`config.mk`:
```
export PLATFORM = sky130hd
export DESIGN_NAME = static_linked_list_engine_core
export DESIGN_NICKNAME = d
export VERILOG_FILES = /design/src/design/sle_pkg.sv /design/src/design/sle_ram.sv /design/src/design/static_linked_list_engine_core.sv
export SDC_FILE = /design/constraint.sdc
export NUM_CORES = 1
export LEC_CHECK = 0
export BUFFER_PORTS_ARGS = -buffer_cell sky130_fd_sc_hd__buf_4
export CORE_ASPECT_RATIO = 0.8
export CORE_MARGIN = 5
export CORE_UTILIZATION = 55
export DETAILED_ROUTE_END_ITERATION = 8
export GPL_ROUTABILITY_DRIVEN = 1
export PLACE_DENSITY = 0.73
export SLEW_MARGIN = 20
export SYNTH_ARGS = -nofsm -noshare
export SYNTH_HDL_FRONTEND = slang
export SYNTH_HIERARCHICAL = 1
export SYNTH_SLANG_ARGS = --single-unit
```
`constraint.sdc`:
```
create_clock -name clk_i -period 11.6 [get_ports clk_i]
set_input_delay 0.58 -clock clk_i [delete_from_list [all_inputs] [get_ports clk_i]]
set_output_delay 0.58 -clock clk_i [all_outputs]
set_load 0.05 [all_outputs]
```
`src/design/sle_pkg.sv`:
```
// ----------------------------------------------------------------------------
// Static linked list engine package
// Shared transaction types, opcode and status codes, and sequencer states.
// ----------------------------------------------------------------------------
`default_nettype none

package sle_pkg;

  // Opcodes of a command transaction.
  localparam logic [3:0] OP_PUSH_BACK    = 4'd0;
  localparam logic [3:0] OP_PUSH_FRONT   = 4'd1;
  localparam logic [3:0] OP_POP_BACK     = 4'd2;
  localparam logic [3:0] OP_POP_FRONT    = 4'd3;
  localparam logic [3:0] OP_INSERT       = 4'd4;
  localparam logic [3:0] OP_GET          = 4'd5;
  localparam logic [3:0] OP_LENGTH       = 4'd6;
  localparam logic [3:0] OP_DELETE_VALUE = 4'd7;
  localparam logic [3:0] OP_DELETE_AT    = 4'd8;
  localparam logic [3:0] OP_REVERSE      = 4'd9;
  localparam logic [3:0] OP_SORT         = 4'd10;
  localparam logic [3:0] OP_CLEAR        = 4'd11;
  localparam logic [3:0] OP_FIND         = 4'd12;

  // Result status codes.
  localparam logic [2:0] STAT_OK       = 3'd0;
  localparam logic [2:0] STAT_EMPTY    = 3'd1;
  localparam logic [2:0] STAT_RANGE    = 3'd2;
  localparam logic [2:0] STAT_FULL     = 3'd3;
  localparam logic [2:0] STAT_NOTFOUND = 3'd4;

  typedef struct packed {
    logic [3:0]         opcode;
    logic signed [31:0] value_in;
    logic [4:0]         position;
  } cmd_t;

  typedef struct packed {
    logic signed [31:0] value_out;
    logic [4:0]         count_or_position;
    logic [2:0]         status;
  } rsp_t;

  typedef enum logic [4:0] {
    S_INIT,
    S_IDLE,
    S_WALK,
    S_WALK_EV,
    S_INS_A,
    S_INS_B,
    S_INS_C,
    S_INS_D,
    S_UNL_A,
    S_UNL_B,
    S_UNL_C,
    S_UNL_D,
    S_GET_RD,
    S_GET_EV,
    S_SCAN_RD,
    S_SCAN_EV,
    S_REV_RD,
    S_REV_EV,
    S_CLR_RD,
    S_CLR_EV,
    S_SRT_A,
    S_SRT_B,
    S_SRT_O,
    S_SRT_K,
    S_SRT_I,
    S_SRT_S,
    S_SRT_V,
    S_SRT_W1,
    S_SRT_W2
  } sle_state_e;

endpackage

`default_nettype wire

```
`src/design/sle_ram.sv`:
```
// ----------------------------------------------------------------------------
// Generic simple dual-port RAM
// One write port and one read port with a registered read.
// ----------------------------------------------------------------------------
`default_nettype none

module sle_ram #(
  parameter int WIDTH = 32,
  parameter int DEPTH = 16
) (
  input  wire logic                     clk_i,
  input  wire logic                     we_i,
  input  wire logic [$clog2(DEPTH)-1:0] waddr_i,
  input  wire logic [WIDTH-1:0]         wdata_i,
  input  wire logic [$clog2(DEPTH)-1:0] raddr_i,
  output logic      [WIDTH-1:0]         rdata_o
);

  logic [WIDTH-1:0] mem [DEPTH];

  // Write first in program order, read returns the old contents.
  always_ff @(posedge clk_i) begin
    if (we_i) begin
      mem[waddr_i] <= wdata_i;
    end
    rdata_o <= mem[raddr_i];
  end

endmodule

`default_nettype wire

```
`src/design/static_linked_list_engine_core.sv`:
```
// ----------------------------------------------------------------------------
// Static linked list engine
// Cursor-linked list of signed values with a free list, held in two RAMs.
// ----------------------------------------------------------------------------
// Length and rejected commands give done_o in the cycle after acceptance;
//   others take time that grows with the nodes visited by the list walk, and
//   sort with its inner comparisons for each element.
// Throughput: one transaction at a time; the link RAM read port sets the pace.
// Reset: a sweep over nodes 2 to NODE_COUNT-1 builds the free chain; busy is high.
// The receiver cannot stall; done_o marks each result for one cycle.
`default_nettype none

module static_linked_list_engine_core #(
  parameter int NODE_COUNT = 16
) (
  input  wire logic          clk_i,
  input  wire logic          rst_ni,
  input  wire logic          start,
  output logic               busy,
  input  wire sle_pkg::cmd_t cmd_i,
  output logic               done_o,
  output sle_pkg::rsp_t      rsp_o
);

  localparam int IW = $clog2(NODE_COUNT);
  localparam int CW = ((IW > 5) ? IW : 5) + 1;
  localparam logic [IW-1:0] LastNode = IW'(NODE_COUNT - 1);

  sle_pkg::sle_state_e state_q, state_d;
  sle_pkg::cmd_t       cmd_q, cmd_d;
  sle_pkg::rsp_t       rsp_q, rsp_d;
  logic                done_q, done_d;

  logic [IW-1:0] hd_q, hd_d;      // link of node 0
  logic [IW-1:0] fh_q, fh_d;      // link of node 1
  logic [IW-1:0] len_q, len_d;
  logic [IW-1:0] cur_q, cur_d;
  logic [IW-1:0] prev_q, prev_d;
  logic [IW-1:0] k_q, k_d;
  logic [IW-1:0] succ_q, succ_d;
  logic [IW-1:0] nx_q, nx_d;
  logic [IW-1:0] cnt_q, cnt_d;
  logic [IW-1:0] lim_q, lim_d;
  logic [IW-1:0] steps_q, steps_d;
  logic [IW-1:0] ra_q;
  logic [31:0]   key_q, key_d;

  logic          n_we, v_we;
  logic [IW-1:0] n_wa, n_wd, n_ra, n_rd, v_wa, v_ra;
  logic [31:0]   v_wd, v_rd;

  logic          lw_en;
  logic [IW-1:0] lw_addr, lw_data;

  logic          accept;
  logic [IW-1:0] lnk;
  logic [CW-1:0] pos_x, len_x, cnt1_x;
  logic [IW-1:0] cnt1;

  assign accept = start && !busy;
  assign busy   = (state_q != sle_pkg::S_IDLE);
  assign done_o = done_q;
  assign rsp_o  = rsp_q;

  // Link of the node read last cycle; nodes 0 and 1 live in registers.
  assign lnk = (ra_q == IW'(0)) ? hd_q : ((ra_q == IW'(1)) ? fh_q : n_rd);

  assign pos_x  = CW'(cmd_i.position);
  assign len_x  = CW'(len_q);
  assign cnt1   = cnt_q + IW'(1);
  assign cnt1_x = CW'(cnt1);

  sle_ram #(.WIDTH(IW), .DEPTH(NODE_COUNT)) u_next_ram (
    .clk_i  (clk_i),
    .we_i   (n_we),
    .waddr_i(n_wa),
    .wdata_i(n_wd),
    .raddr_i(n_ra),
    .rdata_o(n_rd)
  );

  sle_ram #(.WIDTH(32), .DEPTH(NODE_COUNT)) u_value_ram (
    .clk_i  (clk_i),
    .we_i   (v_we),
    .waddr_i(v_wa),
    .wdata_i(v_wd),
    .raddr_i(v_ra),
    .rdata_o(v_rd)
  );

  // Next state of the sequencer.
  always_comb begin
    state_d = state_q;
    unique case (state_q)
      sle_pkg::S_INIT: begin
        if (cur_q == LastNode) state_d = sle_pkg::S_IDLE;
      end
      sle_pkg::S_IDLE: begin
        if (accept) begin
          case (cmd_i.opcode)
            sle_pkg::OP_PUSH_BACK, sle_pkg::OP_PUSH_FRONT: begin
              if (fh_q != '0) state_d = sle_pkg::S_WALK;
            end
            sle_pkg::OP_INSERT: begin
              if (fh_q != '0 && pos_x != '0 && pos_x <= len_x + CW'(1)) begin
                state_d = sle_pkg::S_WALK;
              end
            end
            sle_pkg::OP_POP_BACK, sle_pkg::OP_POP_FRONT: begin
              if (len_q != '0) state_d = sle_pkg::S_WALK;
            end
            sle_pkg::OP_GET, sle_pkg::OP_DELETE_AT: begin
              if (pos_x != '0 && pos_x <= len_x) state_d = sle_pkg::S_WALK;
            end
            sle_pkg::OP_DELETE_VALUE, sle_pkg::OP_FIND: begin
              if (len_q != '0) state_d = sle_pkg::S_SCAN_RD;
            end
            sle_pkg::OP_REVERSE: begin
              if (len_q > IW'(1)) state_d = sle_pkg::S_REV_RD;
            end
            sle_pkg::OP_SORT: begin
              if (len_q > IW'(1)) state_d = sle_pkg::S_SRT_A;
            end
            sle_pkg::OP_CLEAR: begin
              if (len_q != '0) state_d = sle_pkg::S_CLR_RD;
            end
            default: state_d = sle_pkg::S_IDLE;
          endcase
        end
      end
      sle_pkg::S_WALK: begin
        if (cnt_q == steps_q) begin
          case (cmd_q.opcode)
            sle_pkg::OP_PUSH_BACK, sle_pkg::OP_PUSH_FRONT,
            sle_pkg::OP_INSERT: state_d = sle_pkg::S_INS_A;
            sle_pkg::OP_GET:    state_d = sle_pkg::S_GET_RD;
            default:            state_d = sle_pkg::S_UNL_A;
          endcase
        end else begin
          state_d = sle_pkg::S_WALK_EV;
        end
      end
      sle_pkg::S_WALK_EV: state_d = sle_pkg::S_WALK;
      sle_pkg::S_INS_A:   state_d = sle_pkg::S_INS_B;
      sle_pkg::S_INS_B:   state_d = sle_pkg::S_INS_C;
      sle_pkg::S_INS_C:   state_d = sle_pkg::S_INS_D;
      sle_pkg::S_INS_D:   state_d = sle_pkg::S_IDLE;
      sle_pkg::S_UNL_A:   state_d = sle_pkg::S_UNL_B;
      sle_pkg::S_UNL_B:   state_d = sle_pkg::S_UNL_C;
      sle_pkg::S_UNL_C:   state_d = sle_pkg::S_UNL_D;
      sle_pkg::S_UNL_D:   state_d = sle_pkg::S_IDLE;
      sle_pkg::S_GET_RD:  state_d = sle_pkg::S_GET_EV;
      sle_pkg::S_GET_EV:  state_d = sle_pkg::S_IDLE;
      sle_pkg::S_SCAN_RD: state_d = sle_pkg::S_SCAN_EV;
      sle_pkg::S_SCAN_EV: begin
        if (v_rd == cmd_q.value_in) begin
          state_d = (cmd_q.opcode == sle_pkg::OP_FIND) ? sle_pkg::S_IDLE
                                                       : sle_pkg::S_UNL_A;
        end else if (cnt1 == lim_q) begin
          state_d = sle_pkg::S_IDLE;
        end else begin
          state_d = sle_pkg::S_SCAN_RD;
        end
      end
      sle_pkg::S_REV_RD: state_d = sle_pkg::S_REV_EV;
      sle_pkg::S_REV_EV: begin
        state_d = (cnt1 == lim_q) ? sle_pkg::S_IDLE : sle_pkg::S_REV_RD;
      end
      sle_pkg::S_CLR_RD: state_d = sle_pkg::S_CLR_EV;
      sle_pkg::S_CLR_EV: begin
        state_d = (cnt1 == lim_q) ? sle_pkg::S_IDLE : sle_pkg::S_CLR_RD;
      end
      sle_pkg::S_SRT_A: state_d = sle_pkg::S_SRT_B;
      sle_pkg::S_SRT_B: state_d = sle_pkg::S_SRT_O;
      sle_pkg::S_SRT_O: begin
        state_d = (cnt_q == lim_q) ? sle_pkg::S_IDLE : sle_pkg::S_SRT_K;
      end
      sle_pkg::S_SRT_K: state_d = sle_pkg::S_SRT_I;
      sle_pkg::S_SRT_I: state_d = sle_pkg::S_SRT_S;
      sle_pkg::S_SRT_S: begin
        state_d = (lnk == '0) ? sle_pkg::S_SRT_W1 : sle_pkg::S_SRT_V;
      end
      sle_pkg::S_SRT_V: begin
        state_d = ($signed(v_rd) < $signed(key_q)) ? sle_pkg::S_SRT_I
                                                  : sle_pkg::S_SRT_W1;
      end
      sle_pkg::S_SRT_W1: state_d = sle_pkg::S_SRT_W2;
      sle_pkg::S_SRT_W2: state_d = sle_pkg::S_SRT_O;
      default:           state_d = sle_pkg::S_IDLE;
    endcase
  end

  // Datapath, memory accesses and results for each state.
  always_comb begin
    cmd_d   = cmd_q;
    rsp_d   = rsp_q;
    done_d  = 1'b0;
    hd_d    = hd_q;
    fh_d    = fh_q;
    len_d   = len_q;
    cur_d   = cur_q;
    prev_d  = prev_q;
    k_d     = k_q;
    succ_d  = succ_q;
    nx_d    = nx_q;
    cnt_d   = cnt_q;
    lim_d   = lim_q;
    steps_d = steps_q;
    key_d   = key_q;
    n_ra    = cur_q;
    v_ra    = cur_q;
    v_we    = 1'b0;
    v_wa    = k_q;
    v_wd    = cmd_q.value_in;
    lw_en   = 1'b0;
    lw_addr = cur_q;
    lw_data = '0;
    unique case (state_q)
      sle_pkg::S_INIT: begin
        lw_en   = 1'b1;
        lw_addr = cur_q;
        lw_data = (cur_q == LastNode) ? '0 : cur_q + IW'(1);
        cur_d   = cur_q + IW'(1);
      end
      sle_pkg::S_IDLE: begin
        if (accept) begin
          cmd_d   = cmd_i;
          rsp_d   = '0;
          k_d     = fh_q;
          cur_d   = '0;
          prev_d  = '0;
          cnt_d   = '0;
          lim_d   = len_q;
          steps_d = '0;
          case (cmd_i.opcode)
            sle_pkg::OP_PUSH_BACK, sle_pkg::OP_PUSH_FRONT: begin
              steps_d = (cmd_i.opcode == sle_pkg::OP_PUSH_BACK) ? len_q : '0;
              if (fh_q == '0) begin
                rsp_d.status = sle_pkg::STAT_FULL;
                done_d       = 1'b1;
              end
            end
            sle_pkg::OP_INSERT: begin
              steps_d = IW'(cmd_i.position - 5'd1);
              if (fh_q == '0) begin
                rsp_d.status = sle_pkg::STAT_FULL;
                done_d       = 1'b1;
              end else if (pos_x == '0 || pos_x > len_x + CW'(1)) begin
                rsp_d.status = sle_pkg::STAT_RANGE;
                done_d       = 1'b1;
              end
            end
            sle_pkg::OP_POP_BACK, sle_pkg::OP_POP_FRONT: begin
              steps_d = (cmd_i.opcode == sle_pkg::OP_POP_BACK) ? len_q - IW'(1) : '0;
              if (len_q == '0) begin
                rsp_d.status = sle_pkg::STAT_EMPTY;
                done_d       = 1'b1;
              end
            end
            sle_pkg::OP_GET, sle_pkg::OP_DELETE_AT: begin
              steps_d = (cmd_i.opcode == sle_pkg::OP_GET) ? IW'(cmd_i.position)
                                                          : IW'(cmd_i.position - 5'd1);
              if (pos_x == '0 || pos_x > len_x) begin
                rsp_d.status = sle_pkg::STAT_RANGE;
                done_d       = 1'b1;
              end
            end
            sle_pkg::OP_LENGTH: begin
              rsp_d.count_or_position = 5'(len_x);
              done_d                  = 1'b1;
            end
            sle_pkg::OP_DELETE_VALUE, sle_pkg::OP_FIND: begin
              rsp_d.status = sle_pkg::STAT_NOTFOUND;
              cur_d        = hd_q;
              if (len_q == '0) done_d = 1'b1;
            end
            sle_pkg::OP_REVERSE: begin
              cur_d = hd_q;
              if (len_q > IW'(1)) hd_d = '0;
              else done_d = 1'b1;
            end
            sle_pkg::OP_SORT: begin
              if (len_q < IW'(2)) done_d = 1'b1;
            end
            sle_pkg::OP_CLEAR: begin
              cur_d = hd_q;
              hd_d  = '0;
              len_d = '0;
              if (len_q == '0) done_d = 1'b1;
            end
            default: done_d = 1'b1;
          endcase
        end
      end
      sle_pkg::S_WALK: begin
        prev_d = cur_q;
        n_ra   = cur_q;
      end
      sle_pkg::S_WALK_EV: begin
        cur_d = lnk;
        cnt_d = cnt1;
      end
      // Insert a node taken from the free list after prev.
      sle_pkg::S_INS_A: n_ra = prev_q;
      sle_pkg::S_INS_B: begin
        succ_d = lnk;
        n_ra   = k_q;
      end
      sle_pkg::S_INS_C: begin
        fh_d    = lnk;
        lw_en   = 1'b1;
        lw_addr = k_q;
        lw_data = succ_q;
        v_we    = 1'b1;
      end
      sle_pkg::S_INS_D: begin
        lw_en   = 1'b1;
        lw_addr = prev_q;
        lw_data = k_q;
        len_d   = len_q + IW'(1);
        done_d  = 1'b1;
      end
      // Unlink the successor of prev and return it to the free list.
      sle_pkg::S_UNL_A: n_ra = prev_q;
      sle_pkg::S_UNL_B: begin
        k_d  = lnk;
        n_ra = lnk;
        v_ra = lnk;
      end
      sle_pkg::S_UNL_C: begin
        rsp_d.value_out = v_rd;
        rsp_d.status    = sle_pkg::STAT_OK;
        lw_en           = 1'b1;
        lw_addr         = prev_q;
        lw_data         = lnk;
      end
      sle_pkg::S_UNL_D: begin
        lw_en   = 1'b1;
        lw_addr = k_q;
        lw_data = fh_q;
        fh_d    = k_q;
        len_d   = len_q - IW'(1);
        done_d  = 1'b1;
      end
      sle_pkg::S_GET_RD: v_ra = cur_q;
      sle_pkg::S_GET_EV: begin
        rsp_d.value_out = v_rd;
        done_d          = 1'b1;
      end
      // Linear search by value.
      sle_pkg::S_SCAN_RD: begin
        n_ra = cur_q;
        v_ra = cur_q;
      end
      sle_pkg::S_SCAN_EV: begin
        if (v_rd == cmd_q.value_in) begin
          rsp_d.status = sle_pkg::STAT_OK;
          if (cmd_q.opcode == sle_pkg::OP_FIND) begin
            rsp_d.count_or_position = cnt1_x[4:0];
            done_d                  = 1'b1;
          end
        end else begin
          if (cnt1 == lim_q) done_d = 1'b1;
          prev_d = cur_q;
          cur_d  = lnk;
          cnt_d  = cnt1;
        end
      end
      // Reverse: move each node to the front of a new list.
      sle_pkg::S_REV_RD: n_ra = cur_q;
      sle_pkg::S_REV_EV: begin
        lw_en   = 1'b1;
        lw_addr = cur_q;
        lw_data = hd_q;
        hd_d    = cur_q;
        cur_d   = lnk;
        cnt_d   = cnt1;
        if (cnt1 == lim_q) done_d = 1'b1;
      end
      // Clear: push each node onto the free list.
      sle_pkg::S_CLR_RD: n_ra = cur_q;
      sle_pkg::S_CLR_EV: begin
        lw_en   = 1'b1;
        lw_addr = cur_q;
        lw_data = fh_q;
        fh_d    = cur_q;
        cur_d   = lnk;
        cnt_d   = cnt1;
        if (cnt1 == lim_q) done_d = 1'b1;
      end
      // Insertion sort: detach the tail after the first node, then
      // insert each detached node before the first one not smaller.
      sle_pkg::S_SRT_A: n_ra = hd_q;
      sle_pkg::S_SRT_B: begin
        cur_d   = lnk;
        lw_en   = 1'b1;
        lw_addr = hd_q;
        lw_data = '0;
        cnt_d   = IW'(1);
      end
      sle_pkg::S_SRT_O: begin
        n_ra = cur_q;
        v_ra = cur_q;
        if (cnt_q == lim_q) done_d = 1'b1;
      end
      sle_pkg::S_SRT_K: begin
        nx_d   = lnk;
        key_d  = v_rd;
        prev_d = '0;
      end
      sle_pkg::S_SRT_I: n_ra = prev_q;
      sle_pkg::S_SRT_S: begin
        succ_d = lnk;
        v_ra   = lnk;
      end
      sle_pkg::S_SRT_V: begin
        if ($signed(v_rd) < $signed(key_q)) prev_d = succ_q;
      end
      sle_pkg::S_SRT_W1: begin
        lw_en   = 1'b1;
        lw_addr = cur_q;
        lw_data = succ_q;
      end
      sle_pkg::S_SRT_W2: begin
        lw_en   = 1'b1;
        lw_addr = prev_q;
        lw_data = cur_q;
        cur_d   = nx_q;
        cnt_d   = cnt1;
      end
      default: done_d = 1'b0;
    endcase

    // Link writes to nodes 0 and 1 go to the head registers.
    n_we = 1'b0;
    n_wa = lw_addr;
    n_wd = lw_data;
    if (lw_en) begin
      if (lw_addr == IW'(0)) hd_d = lw_data;
      else if (lw_addr == IW'(1)) fh_d = lw_data;
      else n_we = 1'b1;
    end
  end

  // Control registers.
  always_ff @(posedge clk_i or negedge rst_ni) begin
    if (!rst_ni) begin
      state_q <= sle_pkg::S_INIT;
      done_q  <= 1'b0;
      hd_q    <= '0;
      fh_q    <= IW'(2);
      len_q   <= '0;
      cur_q   <= IW'(2);
      cnt_q   <= '0;
    end else begin
      state_q <= state_d;
      done_q  <= done_d;
      hd_q    <= hd_d;
      fh_q    <= fh_d;
      len_q   <= len_d;
      cur_q   <= cur_d;
      cnt_q   <= cnt_d;
    end
  end

  // Payload and working registers.
  always_ff @(posedge clk_i) begin
    cmd_q   <= cmd_d;
    rsp_q   <= rsp_d;
    prev_q  <= prev_d;
    k_q     <= k_d;
    succ_q  <= succ_d;
    nx_q    <= nx_d;
    lim_q   <= lim_d;
    steps_q <= steps_d;
    key_q   <= key_d;
    ra_q    <= n_ra;
  end

endmodule

`default_nettype wire

```
==> metrics.md, run 1 <==
| Metric | Value |
|---|---|
| Ys async rst share | under 10% |
| Number of setup violations in the final report | 0 |
| Fin area | roughly 36000 sq um |
| Via count | 17998 |
| Yosys top cell area share | 66.5% |
| Max FO, Critical Path | 76 |
| Rows | 79 |
| Register area share after synthesis | 71.1% |
| CTS resizes | 0 |
| CTS tree | built |
| Die Y | ~230 um |
| Drt first pass iters | 6 |
| F_max | roughly 230 MHz |
| Crit Path Class | reg -> reg |
| Setup_tns | 0 ns |
| Int Power | 6.05 mW |
| Switch Pwr | 3.20 mW |
| Layout Skew | 0.0266 ns |
| Register Area | 22700 sq um |
| Syn-to-layout area delta | 12.6% |
| Number of synthesized flops with an enable pin | 707 |
| Placer Congestion | 0.941 |
| Commonest register cell after synthesis | edfxtp_1 |
| Clock transition at path regs | roughly 0.060 ns |
| Final std cells w/o fill | 2813 |
| Final Core Density | 62.2% |
| Mapped cell area | 31900 sq um |
| Area of the multi-input gates | 8700 sq um |
| Number of distinct library cells after synthesis | 82 |
| Total power | a little over 9 mW |
| Via count of the first global-routing pass | roughly 18000 |
| Die width | 279 um |
| Post-Synthesis Net Count | between 1500 and 2000 |
| Postcts setup bufs | 0 |
| Synth area leaders | edfxtp_1 67%, mux4_2 9.2%, dfxtp_1 2.5% |
| Combinational group share of total power | 31.2% |
| Crit path DAT | 4.79 ns |
| RSZ-0062 raised after global routing | no |
| Mapped Cells | 1878 |
| Clock Power Share | 25.8% |
| IO Count | 86 |
| Final period utilization | 36.9% |
| DP Area | between 30000 and 40000 sq um |
| Pre-CTS worst setup slack | 7.42 ns |
| Largest net degree at the start of global routing | 129 |
| Sinks on Clock Net | around 770 |
| Cell area power density | 257 nW/um^2 |
| Routed WL | approximately 78000 um |
| Leakage | 12.2 nW |
| Hold-fix buffers, CTS | 1 |
| WHS | approximately 0.13 ns |
| Startpoint Class | flop |
| Cell taking the most area after synthesis | edfxtp_1 |
| Worst slew pin tran | 1.15 ns |
| Yosys reg bits | 773 |
| Status | completed |
| Antenna Nets Post-Route | 0 |
| Max Slew Vio Count | 0 |
| H-tree level count | 3 |
| Antenna violations before repair | 0 |
| NumNets Final | between 2000 and 2500 |
| Die ar. | 63000 sq um |
| Sequential group share of total power | 43.0% |
| Detailed placement HPWL | 45100 um |
| WP data required | 12.10 ns |
| Slew headroom | a little under a quarter |
| Clock period minus worst slack | 4.28 ns |
| Final Hold Violating Endpoints | 0 |
| First-pass GRT wire length | 115000 um |
| Wire per inst | 27.6 um |
| Count of buffers from port buffering | 84 |
| Hold WC Path Type | in -> reg |
| GR Overflow Total | 0 |
| Switching share of total power | between 30% and 40% |
| Detailed-route DRC error count | 0 |
| Vias per cell | 6.40 |
| Final WS setup | 7.32 ns |
| Share of cells above drive strength 1 | 20.3% |
| Syn. warnings | 6 |
| Syn Area/Cell | 17.0 sq um |
| Core box area | a little under 60000 sq um |
| GRT Resource Usage Total | 24.6% |
| Max Buffers Root-to-Sink | 3 |
| Worst skew pair latency | between 0.6 and 0.7 ns |
| Number of max-cap violations | 0 |
| 1st-iter DRT viols | approximately 2500 |
| Antenna diodes | 0 |
| Fillers | about 4000 |
| Peak supply drop | 0.264 mV |
| CTS Root Cell | clkbuf_16 |
| Initial Utilization | 55.2% |
| Setup crit end kind | flop |
| Total CTS buffers | 73 |
| Cell count after placement | 2677 |
[final timing paths]
path / end / from / cells past startpoint / slack, ns
worst max-delay path: u_value_ram/rdata_o[25]$_DFF_P_ / state_q[2]$_DFFE_PN0P_ / 9 / 7.32
worst min-delay path: v_wd[27]$_DFFE_PP_ / cmd_i[32] / 1 / 0.13
worst max register to register: u_value_ram/rdata_o[25]$_DFF_P_ / state_q[2]$_DFFE_PN0P_ / 9 / 7.32
worst min register to register: key_q[21]$_DFFE_PP_ / u_value_ram/rdata_o[21]$_DFF_P_ / 0 / 0.52
max in group asynchronous: fh_q[1]$_DFF_PN1_ / rst_ni / 2 / 10.84
min in group asynchronous: state_q[2]$_DFFE_PN0P_ / rst_ni / 2 / 0.43
[metal layers]
metal  vias up  GRT usage (%)  part of all wire, %  wire [um]
li1       7700              -                    -          -
met1      9272           38.0                   43      33200
met2       912           36.9                   45      35200
met3       114           5.48                   10       7810
met4         0           5.25                  1.9       1460
met5         -              0                    0          0
[final cells by class]
type | instances | area share [%]
repair buffers | 123 | 2.67
well taps | 769 | 2.68
flip-flops and latches | 773 | 63.1
inverters | 56 | 0.585
clock inverters | 36 | 1.19
clock buffers | 98 | 5.54
multi-input cells | 958 | 24.2
[cell usage after synthesis (24+ instances only)]
master      n
a21oi_1    40
a22oi_1    87
and2_1     35
clkbuf_1   43
dfrtp_1    24
dfxtp_1    40
edfxtp_1  707
ha_1       47
inv_1      55
mux4_2    130
nand2_1   116
nand3_1    28
nor2_1    101
nor3_1     30
o21ai_0    58
xor2_1     41
[registers in the layout, summed over array words and instances, names as in the netlist, 5 cells and up]
register             cells
v_wd                    32
u_value_ram/rdata_o     32
u_next_ram/mem          64
key_q                   32
rsp_o                   39
state_q                  5
u_value_ram/mem        512
[power by group through the flow]
stage | Clock [mW] | Combinational (mW) | Sequential [mW]
final | 2.39 | 2.88 | 3.97
after global routing | 2.55 | 3.09 | 4.01
after CTS | 2.42 | 2.87 | 3.97
after detailed placement | 0 | 2.85 | 4.02
after global placement | 0 | 2.80 | 4.00
after floorplan | 0 | 1.87 | 4.07
[critical path, stage by stage, from the launching register on]
cell and delay (ns):
dfrtp_1 0.95, nand2b_1 0.29, or2_2 0.27, nand2_1 0.13, o21ai_4 0.08, buf_4 0.64
buf_4 0.93, mux4_2 0.42, a22oi_1 0.25, nand2_1 0.08
[logic make-up (layout without fill, tap and decap cells)]
logic type	after synthesis	after routing	share of synthesized area, %
and+or+nand+nor	403	403	6.23
adders and majority gates	47	47	1.84
buffers and inverters	147	313	2.20
DFF	773	773	71.1
other	1	1	0.0118
muxes	161	161	10.9
xor gates and xnor gates	54	54	1.48
AOI/OAI and AO/OA	292	292	6.27
[placed cells by master, fill, tap and decap left out, types with 9 or more instances in the layout]
cell	n
nor3_1	25
clkbuf_1	18
mux2i_1	13
nand3b_1	9
buf_4	120
and2_1	34
nand2b_1	18
clkbuf_16	73
mux4_1	14
clkinv_1	9
o21ai_0	56
nor2_1	86
edfxtp_1	707
nor2_4	15
a21oi_1	40
ha_1	47
clkinv_2	11
inv_1	54
nand4_1	12
xnor2_1	13
o22ai_1	10
xor2_1	41
dfrtp_1	24
a22oi_1	87
nand3_1	28
a31oi_1	15
mux4_2	130
dfxtp_1	40
nor4_1	12
nand2_1	116
Power figures use the tool's default switching activity.
==> run 2, diff against run 1 <==
--- a/config.mk
+++ b/config.mk
@@ -5,6 +5,7 @@
 export SDC_FILE = /design/constraint.sdc
 export NUM_CORES = 1
 export LEC_CHECK = 0
+export ABC_AREA = 1
 export BUFFER_PORTS_ARGS = -buffer_cell sky130_fd_sc_hd__buf_4
 export CORE_ASPECT_RATIO = 0.8
 export CORE_MARGIN = 5
==> constraint.sdc (replaced) <==
create_clock -name clk_i -period 4.1 [get_ports clk_i]
set_input_delay 0.205 -clock clk_i [delete_from_list [all_inputs] [get_ports clk_i]]
set_output_delay 0.205 -clock clk_i [all_outputs]
set_load 0.05 [all_outputs]
==> metrics.md, run 2 <==
| Metric | Value |
|---|---|
| Status | completed |
| Total power | 26.4 mW (+190%) |
| Number of setup violations in the final report | 0 (unchanged) |
| Peak-usage layer in the global routing report | met2 |
| Hold-fix buffers, CTS | 40 (+39) |
| Ys async rst share | 3.36% (unchanged) |
| Count of buffers from port buffering | 84 (unchanged) |
| Largest net degree at the start of global routing | 129 (unchanged) |
| Leakage | 17.1 nW (+40%) |
| Via count of the first global-routing pass | 22669 (+28%) |
| GR Util met2 | 38.2% (+1.3 points) |
| Setup_tns | 0 ns (unchanged) |
| Antenna diodes | 0 (unchanged) |
| NumNets Final | 3732 (+80%) |
| Fin area | 39500 sq um (+9.8%) |
| Met1 Use GR | 36.6% (-1.4 points) |
| Initial Utilization | 55.8% (+0.61 points) |
| H-tree level count | 3 (unchanged) |
| Post-Synthesis Net Count | 3601 (+83%) |
| Reg with most FFs | u_value_ram/mem |
| GR Overflow Total | 0 (unchanged) |
| IO Count | 86 (unchanged) |
| Routed WL | 87100 um (+12%) |
| Clock period minus worst slack | 3.27 ns (-1.02 ns) |
| Pre-CTS worst setup slack | 0.941 ns (-6.48 ns) |
| Count leader, synth | nand2_1 |
| Vias per cell | 5.36 (-16%) |
| CTS Root Cell | clkbuf_16 |
| Rows | 82 (+3.8%) |
| DP Area | 36700 sq um (+9.6%) |
| Register area share after synthesis | 64.6% (-6.4 points) |
| Wire per inst | 19.2 um (-30%) |
| Crit path DAT | 3.77 ns (-1.02 ns) |
| Commonest non-fill, non-tap cell in the layout | nand2_1 |
| Syn. warnings | 6 (unchanged) |
| Cell taking the most area after synthesis | edfxtp_1 |
| Number of synthesized flops with an enable pin | 707 (unchanged) |
| Commonest non-fill, non-tap cells in the layout | 1028 x nand2_1, 707 x edfxtp_1, 617 x inv_1 |
| Detailed placement HPWL | 51100 um (+13%) |
| Final std cells w/o fill | 4539 (+61%) |
| CTS tree | built |
| F_max | 306 MHz (+31%) |
| Yosys top cell area share | 60.5% (-6.0 points) |
| Die Y | 236 um (+4.6%) |
| Cell count after placement | 4364 (+63%) |
| Startpoint Class | flop |
| Top cells by count, synth | 1029 x nand2_1, 707 x edfxtp_1, 620 x inv_1, 502 x nand3_1, 162 x nor2_1 |
| Detailed-route DRC error count | 0 (unchanged) |
| Cell area power density | 670 nW/um^2 (+160%) |
| Worst slew pin tran | 1.06 ns (-0.0943 ns) |
| Die ar. | 69000 sq um (+9.6%) |
| Synth area leaders | edfxtp_1 60%, nand2_1 11%, nand3_1 7.2% |
| Setup crit end kind | flop |
| Total CTS buffers | 75 (+2.7%) |
| First-pass GRT wire length | 133000 um (+16%) |
| Die width | 292 um (+4.7%) |
| Mapped Cells | 3510 (+87%) |
| Max Buffers Root-to-Sink | 3 (unchanged) |
| 1st-iter DRT viols | 2625 (+7.0%) |
| Syn Area/Cell | 10.0 sq um (-41%) |
| Yosys reg bits | 773 (unchanged) |
| Placer Congestion | 1.02 (+8.4%) |
| Worst skew pair latency | 0.61 ns (about the same) |
| Slew headroom | 29.4% (+6.3 points) |
| Final WS setup | 0.835 ns (-6.48 ns) |
| Hold WC Path Type | in -> async |
| GRT Resource Usage Total | 24.8% (+0.19 points) |
| Core box area | 62900 sq um (+8.8%) |
| Postcts setup bufs | 0 (unchanged) |
| Via count | 24343 (+35%) |
| Antenna violations before repair | 0 (unchanged) |
| Mapped cell area | 35100 sq um (+10%) |
| Final Hold Violating Endpoints | 0 (unchanged) |
| GRT met3 Usage | 4.46% (-1.0 points) |
| Number of max-cap violations | 0 (unchanged) |
| WP data required | 4.60 ns (-7.50 ns) |
| Peak supply drop | 0.627 mV (+140%) |
| Share of cells above drive strength 1 | 8.54% (-12 points) |
| Clock transition at path regs | 0.07 ns (about the same) |
| Final period utilization | 79.6% (+43 points) |
| Antenna Nets Post-Route | 0 (unchanged) |
| Commonest register cell after synthesis | edfxtp_1 |
| Max reg flops | 512 (unchanged) |
| Crit Path Class | reg -> reg |
| Max Slew Vio Count | 0 (unchanged) |
| Syn-to-layout area delta | 12.4% |
| Layout Skew | 0.0211 ns (-0.00557 ns) |
| Drt first pass iters | 6 (unchanged) |
| CTS resizes | 0 (unchanged) |
| RSZ-0062 raised after global routing | no |
| Number of distinct library cells after synthesis | 52 (-37%) |
| Sinks on Clock Net | 773 (unchanged) |
| Max FO, Critical Path | 104 (+37%) |
run 2: cell count changes after synthesis, sizes merged, moves of 32 or more:
cell	previous run	this run
buf	45	106
xor2	41	9
nand3	28	508
a22oi	87	6
nor2	101	173
and2	35	0
mux4	144	0
nand2	116	1040
inv	55	633
run 2: worst paths after layout:
kind / start / end / slack [ns] / depth (start not counted)
max: state_q[2]$_DFFE_PN0P_ / u_value_ram/rdata_o[11]$_DFF_P_ / 0.83 / 12
max reg2reg: state_q[2]$_DFFE_PN0P_ / u_value_ram/rdata_o[11]$_DFF_P_ / 0.83 / 12
min: rst_ni / state_q[4]$_DFFE_PN0P_ / 0.08 / 2
min in group clk_i: start / cmd_q[38]$_DFFE_PP_ / 0.11 / 3
max in group asynchronous: rst_ni / fh_q[1]$_DFF_PN1_ / 3.68 / 2
min reg2reg: u_value_ram/rdata_o[5]$_DFF_P_ / key_q[5]$_DFFE_PP_ / 0.50 / 0
run 2: cells by family (layout without fill, tap and decap cells):
logic type                 count (synthesis)  in the layout  share of synthesized area, %
DFF                                      773            773                          64.6
xor gates and xnor gates                  32             32                         0.799
adders and majority gates                 47             47                          1.68
and+or+nand+nor                         1755           1755                          21.3
AOI/OAI and AO/OA                        144            144                          2.38
buffers and inverters                    758            947                          9.21
other                                      1              1                        0.0107
run 2: metrics by stage:
stage | hold WS, ns | utilization, %
global placement | 0.163 | 58.3
global route | 0.110 | 62.7
floorplan | -0.0906 | -
detailed placement | 0.169 | 58.3
CTS | 0.0594 | 62.7
finish | 0.0769 | 62.7
run 2: worst max-delay path: stages, from the launching register on:
cell and delay (ns):
dfrtp_1 0.42, nor2_1 0.33, nand2_1 0.24, inv_1 0.36
nand2_1 0.16, o21ai_4 0.14, buf_12 0.44, buf_4 0.48
nand2_1 0.10, nand3_1 0.10, nand3_1 0.12, nand3_1 0.14
nand2_1 0.05
run 2: area by class of cell:
| type | count | area, sq um |
|---|---|---|
| multi-input combinational | 1979 | 9360 |
| tap | 840 | 1050 |
| sequential | 773 | 22700 |
| clock inverter | 26 | 278 |
| clock buffer | 109 | 2090 |
| inverter | 633 | 2400 |
| fill | 4902 | 23400 |
| timing repair buffer | 179 | 1590 |
run 2: metal layers:
| metal | vias to the layer above | routed length (um) |
|---|---|---|
| met4 | 0 | 2610 |
| met1 | 11515 | 37700 |
| met2 | 996 | 39500 |
| li1 | 11659 | - |
| met3 | 173 | 7360 |
| met5 | - | 0 |
run 2: power by group:
part	leakage [nW]	switching [mW]	total (mW)	internal [mW]
sequential	7.07	0.917	10.8	9.86
combinational	8.84	6.30	8.94	2.64
clock	1.15	2.88	6.71	3.82
